==> config.mk <==
export PLATFORM = sky130hd
export DESIGN_NAME = mgmt_reply_length_prefixed_parser_core
export DESIGN_NICKNAME = d
export VERILOG_FILES = /design/src/rtl/mrlp_pkg.sv /design/src/rtl/mgmt_reply_length_prefixed_parser_core.sv
export SDC_FILE = /design/constraint.sdc
export NUM_CORES = 1
export LEC_CHECK = 0
export BUFFER_PORTS_ARGS = -buffer_cell sky130_fd_sc_hd__buf_2
export CORE_MARGIN = 1.5
export CORE_UTILIZATION = 60
export DETAILED_ROUTE_END_ITERATION = 10
export MAX_ROUTING_LAYER = met4
export PLACE_DENSITY = 0.91
export SETUP_SLACK_MARGIN = 0.15
export SLEW_MARGIN = 20
export SYNTH_ARGS = -nofsm -noshare
export SYNTH_HDL_FRONTEND = slang
export SYNTH_SLANG_ARGS = --single-unit
==> constraint.sdc <==
create_clock -name clk -period 6.7 [get_ports clk]
set_clock_uncertainty 0.05 [all_clocks]
set_input_delay 0.67 -clock clk [delete_from_list [all_inputs] [get_ports clk]]
set_output_delay 0.67 -clock clk [all_outputs]
set_load 0.01 [all_outputs]
==> src/rtl/mrlp_pkg.sv <==
package mrlp_pkg;

  localparam logic [7:0] REPLY_VERSION = 8'h05;
  localparam logic [7:0] CMD_STATUS_A  = 8'h00;
  localparam logic [7:0] CMD_USERS     = 8'h01;
  localparam logic [7:0] CMD_METRICS   = 8'h02;
  localparam logic [7:0] CMD_STATUS_B  = 8'h03;
  localparam logic [7:0] STATUS_OK     = 8'h00;

  typedef enum logic [3:0] {
    PH_VERSION  = 4'd0,
    PH_COMMAND  = 4'd1,
    PH_STATUS   = 4'd2,
    PH_COUNT    = 4'd3,
    PH_NAME     = 4'd4,
    PH_PASS     = 4'd5,
    PH_TOTAL    = 4'd6,
    PH_ACTIVE   = 4'd7,
    PH_BYTES    = 4'd8,
    PH_DONE     = 4'd9,
    PH_ERR_VER  = 4'd10,
    PH_ERR_CMD  = 4'd11,
    PH_ERR_NOCH = 4'd12
  } phase_t;

  typedef enum logic [2:0] {
    KIND_NONE   = 3'd0,
    KIND_NAME   = 3'd1,
    KIND_PASS   = 3'd2,
    KIND_TOTAL  = 3'd3,
    KIND_ACTIVE = 3'd4,
    KIND_BYTES  = 3'd5
  } kind_t;

  typedef struct packed {
    logic [3:0] parse_state_code;
    logic       data_valid;
    kind_t      data_kind;
    logic [7:0] data_byte;
    logic [7:0] entry_index;
    logic [7:0] byte_position;
    logic       field_last;
    logic       finished;
    logic       error_flag;
  } res_t;

endpackage

==> src/rtl/mgmt_reply_length_prefixed_parser_core.sv <==
// management reply parser, one reply byte per transfer
//
// input channel: in_valid / in_stall with in_rx_byte, one byte of the reply
// stream per transfer. result channel: out_valid / out_stall with one result
// per input byte: the parser state after the byte and, on a field data byte,
// its kind, value, user pair number, position in the field and a last flag.
//
// a byte's result is registered in the result register, or in the skid entry
// while a stalled result waits. throughput is one byte per cycle while in_stall
// is low; parse state, field and pair counters update when the byte is taken.
//
// the result register is backed by a one-entry skid register, so in_stall is
// a registered signal: a byte can still be taken while a result waits, and
// in_stall rises only once the skid entry is occupied by a stalled result.
//
// reset (rst_n low, synchronous) returns the parser to the version phase,
// clears all counters and empties both result registers. after done or an
// error the parser holds that state and ignores bytes until reset.
module mgmt_reply_length_prefixed_parser_core (
  input  logic                          clk,
  input  logic                          rst_n,
  input  logic                          in_valid,
  output logic                          in_stall,
  input  logic [7:0]                    in_rx_byte,
  output logic                          out_valid,
  input  logic                          out_stall,
  output logic [3:0]                    out_parse_state_code,
  output logic                          out_data_valid,
  output logic [2:0]                    out_data_kind,
  output logic [7:0]                    out_data_byte,
  output logic [7:0]                    out_entry_index,
  output logic [7:0]                    out_byte_position,
  output logic                          out_field_last,
  output logic                          out_finished,
  output logic                          out_error_flag
);
  import mrlp_pkg::*;

  phase_t     phase_r, phase_nxt;
  logic [7:0] bytes_left_r, bytes_left_nxt;
  logic [7:0] field_offset_r, field_offset_nxt;
  logic [7:0] pairs_left_r, pairs_left_nxt;
  logic [7:0] pair_number_r, pair_number_nxt;

  logic       out_valid_r, skid_valid_r;
  res_t       out_res_r, skid_res_r;
  res_t       res;

  logic       in_take;
  logic       out_free;
  logic       field_phase;
  logic       is_data;
  logic       is_last;
  kind_t      kind;

  assign in_take  = in_valid && !skid_valid_r;
  assign out_free = !out_valid_r || !out_stall;

  always_comb begin
    field_phase = (phase_r == PH_NAME) || (phase_r == PH_PASS) ||
                  (phase_r == PH_TOTAL) || (phase_r == PH_ACTIVE) ||
                  (phase_r == PH_BYTES);
    is_data = field_phase && (bytes_left_r != 8'd0);
    is_last = is_data && (bytes_left_r == 8'd1);
  end

  // next state and counters
  always_comb begin
    phase_nxt        = phase_r;
    bytes_left_nxt   = bytes_left_r;
    field_offset_nxt = field_offset_r;
    pairs_left_nxt   = pairs_left_r;
    pair_number_nxt  = pair_number_r;

    if (field_phase) begin
      if (bytes_left_r == 8'd0) begin
        // length byte, zero means read another length
        bytes_left_nxt = in_rx_byte;
      end else if (is_last) begin
        bytes_left_nxt   = 8'd0;
        field_offset_nxt = 8'd0;
      end else begin
        bytes_left_nxt   = bytes_left_r - 8'd1;
        field_offset_nxt = field_offset_r + 8'd1;
      end
    end

    unique case (phase_r)
      PH_VERSION: begin
        phase_nxt = (in_rx_byte == REPLY_VERSION) ? PH_COMMAND : PH_ERR_VER;
      end
      PH_COMMAND: begin
        priority if (in_rx_byte == CMD_STATUS_A || in_rx_byte == CMD_STATUS_B)
          phase_nxt = PH_STATUS;
        else if (in_rx_byte == CMD_USERS)
          phase_nxt = PH_COUNT;
        else if (in_rx_byte == CMD_METRICS)
          phase_nxt = PH_TOTAL;
        else
          phase_nxt = PH_ERR_CMD;
      end
      PH_STATUS: begin
        phase_nxt = (in_rx_byte == STATUS_OK) ? PH_DONE : PH_ERR_NOCH;
      end
      PH_COUNT: begin
        pairs_left_nxt = in_rx_byte;
        phase_nxt      = PH_NAME;
      end
      PH_NAME: begin
        if (is_last) phase_nxt = PH_PASS;
      end
      PH_PASS: begin
        if (is_last) begin
          pair_number_nxt = pair_number_r + 8'd1;
          pairs_left_nxt  = pairs_left_r - 8'd1;
          // a count of zero wraps to 256 pairs
          phase_nxt = (pairs_left_r == 8'd1) ? PH_DONE : PH_NAME;
        end
      end
      PH_TOTAL: begin
        if (is_last) phase_nxt = PH_ACTIVE;
      end
      PH_ACTIVE: begin
        if (is_last) phase_nxt = PH_BYTES;
      end
      PH_BYTES: begin
        if (is_last) phase_nxt = PH_DONE;
      end
      default: begin
        phase_nxt = phase_r;
      end
    endcase
  end

  // result for the byte being taken
  always_comb begin
    unique case (phase_r)
      PH_NAME:   kind = KIND_NAME;
      PH_PASS:   kind = KIND_PASS;
      PH_TOTAL:  kind = KIND_TOTAL;
      PH_ACTIVE: kind = KIND_ACTIVE;
      PH_BYTES:  kind = KIND_BYTES;
      default:   kind = KIND_NONE;
    endcase

    res.parse_state_code = phase_nxt;
    res.data_valid       = is_data;
    res.data_kind        = is_data ? kind : KIND_NONE;
    res.data_byte        = is_data ? in_rx_byte : 8'd0;
    res.entry_index      = (is_data && (phase_r == PH_NAME || phase_r == PH_PASS)) ?
                           pair_number_r : 8'd0;
    res.byte_position    = is_data ? field_offset_r : 8'd0;
    res.field_last       = is_last;
    res.finished         = (phase_nxt >= PH_DONE);
    res.error_flag       = (phase_nxt >= PH_ERR_VER);
  end

  always_ff @(posedge clk) begin
    if (!rst_n) begin
      phase_r        <= PH_VERSION;
      bytes_left_r   <= 8'd0;
      field_offset_r <= 8'd0;
      pairs_left_r   <= 8'd0;
      pair_number_r  <= 8'd0;
    end else if (in_take) begin
      phase_r        <= phase_nxt;
      bytes_left_r   <= bytes_left_nxt;
      field_offset_r <= field_offset_nxt;
      pairs_left_r   <= pairs_left_nxt;
      pair_number_r  <= pair_number_nxt;
    end
  end

  // result register with skid entry
  always_ff @(posedge clk) begin
    if (!rst_n) begin
      out_valid_r  <= 1'b0;
      skid_valid_r <= 1'b0;
    end else if (out_free) begin
      out_valid_r  <= skid_valid_r || in_take;
      skid_valid_r <= 1'b0;
    end else if (in_take) begin
      skid_valid_r <= 1'b1;
    end
  end

  always_ff @(posedge clk) begin
    if (out_free) begin
      out_res_r <= skid_valid_r ? skid_res_r : res;
    end else if (in_take) begin
      skid_res_r <= res;
    end
  end

  assign in_stall             = skid_valid_r;
  assign out_valid            = out_valid_r;
  assign out_parse_state_code = out_res_r.parse_state_code;
  assign out_data_valid       = out_res_r.data_valid;
  assign out_data_kind        = out_res_r.data_kind;
  assign out_data_byte        = out_res_r.data_byte;
  assign out_entry_index      = out_res_r.entry_index;
  assign out_byte_position    = out_res_r.byte_position;
  assign out_field_last       = out_res_r.field_last;
  assign out_finished         = out_res_r.finished;
  assign out_error_flag       = out_res_r.error_flag;

endmodule

==> Word-level counts from Yosys, hierarchy flattened <==
Cells that the tools add are included.
{ "word_totals": {"register_bits": 108, "inputBits": 12} }
{ "op_classes": {"eq_ne": 15, "n_addsub": 4, "magnitude_cmp": 2, "mux": 23, "n_reduce_logical": 25, "bitwise_logic": 3} }
{ "ops": {"columns": ["op", "count"], "rows": [
  ["8-bit 2-to-1 mux", 7],
  ["4-bit 2-to-1 mux", 10],
  ["4-bit one-hot mux with 9 select lines", 1],
  ["35-bit 2-to-1 mux", 1],
  ["8-bit by 1-bit == test with 1-bit output (second input constant)", 3],
  ["8-bit by 1-bit adder with 8-bit output (second input constant)", 2],
  ["4-bit by 3-bit == test with 1-bit output (second input constant)", 4],
  ["8-bit by 2-bit == test with 1-bit output (second input constant)", 2],
  ["8-bit zero test", 2],
  ["8-bit one-hot mux with 2 select lines", 1],
  ["8-bit by 1-bit subtractor with 8-bit output (second input constant)", 2],
  ["3-bit one-hot mux with 5 select lines", 1],
  ["3-bit AND reduction", 3],
  ["4-bit by 2-bit == test with 1-bit output (second input constant)", 2],
  ["8-bit by 3-bit == test with 1-bit output (second input constant)", 1],
  ["4-bit greater-or-equal comparator (second input constant)", 2],
  ["8-bit nonzero test", 1],
  ["1-bit logical OR", 7],
  ["3-bit 2-to-1 mux", 2],
  ["4-bit by 1-bit == test with 1-bit output (second input constant)", 1],
  ["4-bit == test (second input constant)", 1],
  ["1-bit logical AND", 4],
  ["4-bit zero test", 1],
  ["2-bit AND reduction", 2],
  ["other kinds (5)", 9]
]} }

==> Depth between registers and ports, before layout <==
{ "logic_depth": {"depth_word": 11, "depth_mapped": 9, "ltp_nobuf": 9} }

==> Worst setup path before layout <==
No wires, ideal clock.
{ "synth_path": {"kind": "input port to flip-flop", "from": "input port out_stall", "to": "register skid_res_r[0] (netlist name) (enable)", "path_slack_ns": 3.150, "path_stages": 2, "arrival_ns": 3.073, "path_buffers": 0, "required_ns": 6.223, "setup_ns": 0.427, "cell_sequence": "nand2_1 nor2_1"} }
{ "synth_between": {"elab_chain_cells": 4} }
{ "synth_lines": {"columns": ["element", "line", "source"], "rows": [
  ["from (decl)", "mgmt_reply_length_prefixed_parser_core.sv:26", "input logic out_stall,"],
  ["1-bit zero test", "mgmt_reply_length_prefixed_parser_core.sv:57", "assign out_free = !out_valid_r || !out_stall;"],
  ["1-bit logical OR", "mgmt_reply_length_prefixed_parser_core.sv:57", null],
  ["1-bit inverter (no source line)", null, null],
  ["2-bit AND reduction (no source line)", null, null],
  ["to (signal assigned)", "mgmt_reply_length_prefixed_parser_core.sv:191", "skid_res_r <= res;"],
  ["to (decl)", "mgmt_reply_length_prefixed_parser_core.sv:46", "res_t out_res_r, skid_res_r;"]
]} }
Every way passes these cells.
A chain may end at the register's enable or synchronous reset.

==> impl_metrics.json <==
{
  "crit_chain": "nor4b_2, o211ai_1, o311ai_0, a21o_1, o31a_1, mux2_2",
  "final_common_cell": "edfxtp_1",
  "slowest_delay_ps": 770,
  "hold_violations": 0,
  "nNetsFinal": 510,
  "r2r-end": "out_finished",
  "cp-startpoint": "phase_r[1]",
  "cts_tree": "done",
  "drive_above_1_share_pct": 22.1,
  "vdd.ir_drop.worst_mv": 0.143,
  "antenna_found_initial": 0,
  "crit_end": "out_finished",
  "synth-main-ff-cell": "edfxtp_1",
  "synth_top_family_by_area": "simple AND/OR/NAND/NOR gates",
  "hold_path_class": "flip-flop to flip-flop",
  "place_inst": 586,
  "dr.pass1.iters": 4,
  "synth-compound-area-share_pct": 10.9,
  "p_total_uw": 1330,
  "cts.clk_slew.worst_paths_ps": 110,
  "max_freq_mhz": 344,
  "reg2reg_from": "phase_r[1]",
  "p_sw_uw": 369,
  "synth_edf_count": 70,
  "min_from": "pairs_left_r[7]",
  "clkLatencyLatePin_ps": 370,
  "clock_power_share_pct": 28.6,
  "power_density_nw_per_um2": 239,
  "final.setup.tns_ps": 0,
  "grt_pass1_vias": 3386,
  "diodes": 0,
  "cp.arrival_ps": 2980,
  "final_cell_count_no_fill": 602,
  "core_um2": 8180,
  "drc": 0,
  "outcome": "finished, final reports clean",
  "r2r_slack_ps": 3790,
  "synthArstFlopShare_pct": 0,
  "setup_viol": 0,
  "worst_pin_slew_ps": 882,
  "avgSynthCellArea_um2": 11.2,
  "syn_inst": 450,
  "seq_power_share_pct": 57.7,
  "synthMuxAreaShare_pct": 7.32,
  "clock-sinks": 108,
  "period_minus_slack_ps": 2910,
  "pin_count": 49,
  "layout_common_cells": "edfxtp_1, buf_2, nand2_1",
  "ys_warn_count": 0,
  "post_cts_buffers": 0,
  "cts_resized": 0,
  "syn_nets": 468,
  "start_util_pct": 61.7,
  "vias": 3575,
  "crit_slowest_cell": "dfxtp_1",
  "internal-power_uw": 958,
  "swShare_pct": 27.8,
  "yosys.area_share.simple_pct": 18.5,
  "root_buffer": "clkbuf_8",
  "rows": 33,
  "dieHeight_um": 94.7,
  "critPathLaunchType": "flip-flop",
  "gp_congestion": 0.901,
  "area_growth_pct": 9.92,
  "cts_made_buffers": 9,
  "rsz0062_at_grt": "no",
  "grt_usage_pct": 24.5,
  "finalCritPeriodShare_pct": 43.4,
  "cap_violations": 0,
  "routed_wl_um": 10100,
  "cts_buffer_depth": 2,
  "relSlewSlack_pct": 40.8,
  "setup.worst_path.class": "flip-flop to flip-flop",
  "cp_data_required_time_ps": 6780,
  "wire_per_inst_um": 16.8,
  "syn_area_um2": 5040,
  "place_hpwl_um": 7110,
  "end_kind": "flip-flop",
  "io_buffers": 48,
  "crit_fanout": 21,
  "comb_power_share_pct": 13.7,
  "grt_start_max_net_pins": 43,
  "slew_violations": 0,
  "leakagePower_uw": 0.00214,
  "yosysSeqAreaShare_pct": 56.8,
  "ys_ff_latch": 108,
  "final_antenna_net_count": 0,
  "cts_hold_buf": 0,
  "synth_fa_ha_area_share_pct": 1.49,
  "synth_xor_area_share_pct": 2.60,
  "synth.distinct_cells": 59,
  "fp.dieArea_um2": 8970,
  "die_w_um": 94.7,
  "htreeDepth": 3,
  "grt_pass1_wl_um": 16300,
  "reg2reg_depth": 6,
  "initialDrtViolationCount": 272,
  "globalRoute.totalOverflow": 0,
  "via_per_inst": 5.94
}
[routing by layer]
layer	vias to the layer above	share of wire (%)	track usage [%]
met1	1704	44	32.7
met3	18	6.6	4.83
met2	135	47	37.3
met4	0	1.8	8.58
met5	-	0	-
li1	1718	-	-
[power by group through the flow]
stage / clock network (µW) / registers, µW / logic (µW)
finish: 380 / 766 / 181
global placement: 0 / 778 / 174
floorplan: 0 / 785 / 116
detailed placement: 0 / 781 / 180
CTS: 384 / 766 / 180
global route: 411 / 770 / 198
[stage by stage]
step | utilization [%] | hold slack (ps) | worst slack [ps] | cell area (µm²)
floorplan | - | 387 | 3150 | 5040
global placement | 65.6 | 397 | 3910 | 5360
detailed placement | 65.6 | 420 | 3790 | 5360
CTS | 67.8 | 436 | 3830 | 5540
global route | 67.8 | 460 | 3620 | 5540
finish | 67.8 | 452 | 3790 | 5540
[critical path: cells and delay by family (launching register included)]
| kind | cells | cell delay, ps |
|---|---|---|
| AOI/OAI and AO/OA | 4 | 1390 |
| DFF | 1 | 770 |
| muxes | 1 | 260 |
| and+or+nand+nor | 1 | 180 |
[synth_stat cells (2+ instances only)]
library cell / number / area, µm²
and2_1: 32 / 200
a41oi_1: 2 / 17.5
o21ai_1: 2 / 10.0
a31oi_1: 3 / 18.8
nor3_1: 13 / 65.1
nand4_1: 7 / 43.8
nor2b_1: 11 / 68.8
a21oi_1: 18 / 90.1
o31ai_1: 3 / 22.5
nor3b_1: 5 / 37.5
a21boi_0: 7 / 52.6
mux2_2: 31 / 349
nand2_1: 39 / 146
dfxtp_1: 38 / 761
edfxtp_1: 70 / 2100
nor4_1: 5 / 31.3
o21a_1: 2 / 15.0
inv_1: 12 / 45.0
o211ai_1: 4 / 30.0
a22oi_1: 2 / 15.0
mux2i_1: 2 / 20.0
xor2_1: 7 / 61.3
xnor2_1: 8 / 70.1
o21ai_0: 26 / 130
nor2_1: 32 / 120
or4b_1: 2 / 20.0
and3_1: 5 / 31.3
ha_1: 6 / 75.1
buf_2: 3 / 15.0
nand3_1: 4 / 20.0
nand2b_1: 5 / 31.3
clkbuf_1: 17 / 63.8
[sequential cells by signal (all words and copies together) (netlist names)]
signal / flops
out_valid: 1
phase_r: 4
out_entry_index: 8
field_offset_r: 8
in_stall: 1
bytes_left_r: 8
out_finished: 1
out_field_last: 1
pairs_left_r: 8
skid_res_r: 35
out_data_byte: 8
pair_number_r: 8
out_byte_position: 8
out_error_flag: 1
out_data_kind: 3
out_parse_state_code: 4
out_data_valid: 1
[cell type report]
cell class                 instances  area [µm²]
sequential                       108        2860
timing repair buffer              51         263
inverter                          12        45.0
tap                              105         131
multi-input combinational        310        2060
fill                             604        2630
clock buffer                      10         128
clock inverter                     6        55.1
[cells by family after synthesis]
logic type | Yosys count
xor gates and xnor gates | 15
and+or+nand+nor | 172
muxes | 33
AOI/OAI and AO/OA | 84
DFF | 108
adders and majority gates | 6
buffers and inverters | 32
[how the worst min path moves through the flow]
stage / endpoint / slack, ps / cells past startpoint
detailed placement: pairs_left_r[7] / 420 / 2
global placement: pairs_left_r[7] / 400 / 2
CTS: pairs_left_r[7] / 440 / 2
floorplan: pairs_left_r[7] / 390 / 2
finish: pairs_left_r[7] / 450 / 2
global route: pairs_left_r[7] / 460 / 2
Note: power is estimated with default switching activity, not from simulation.
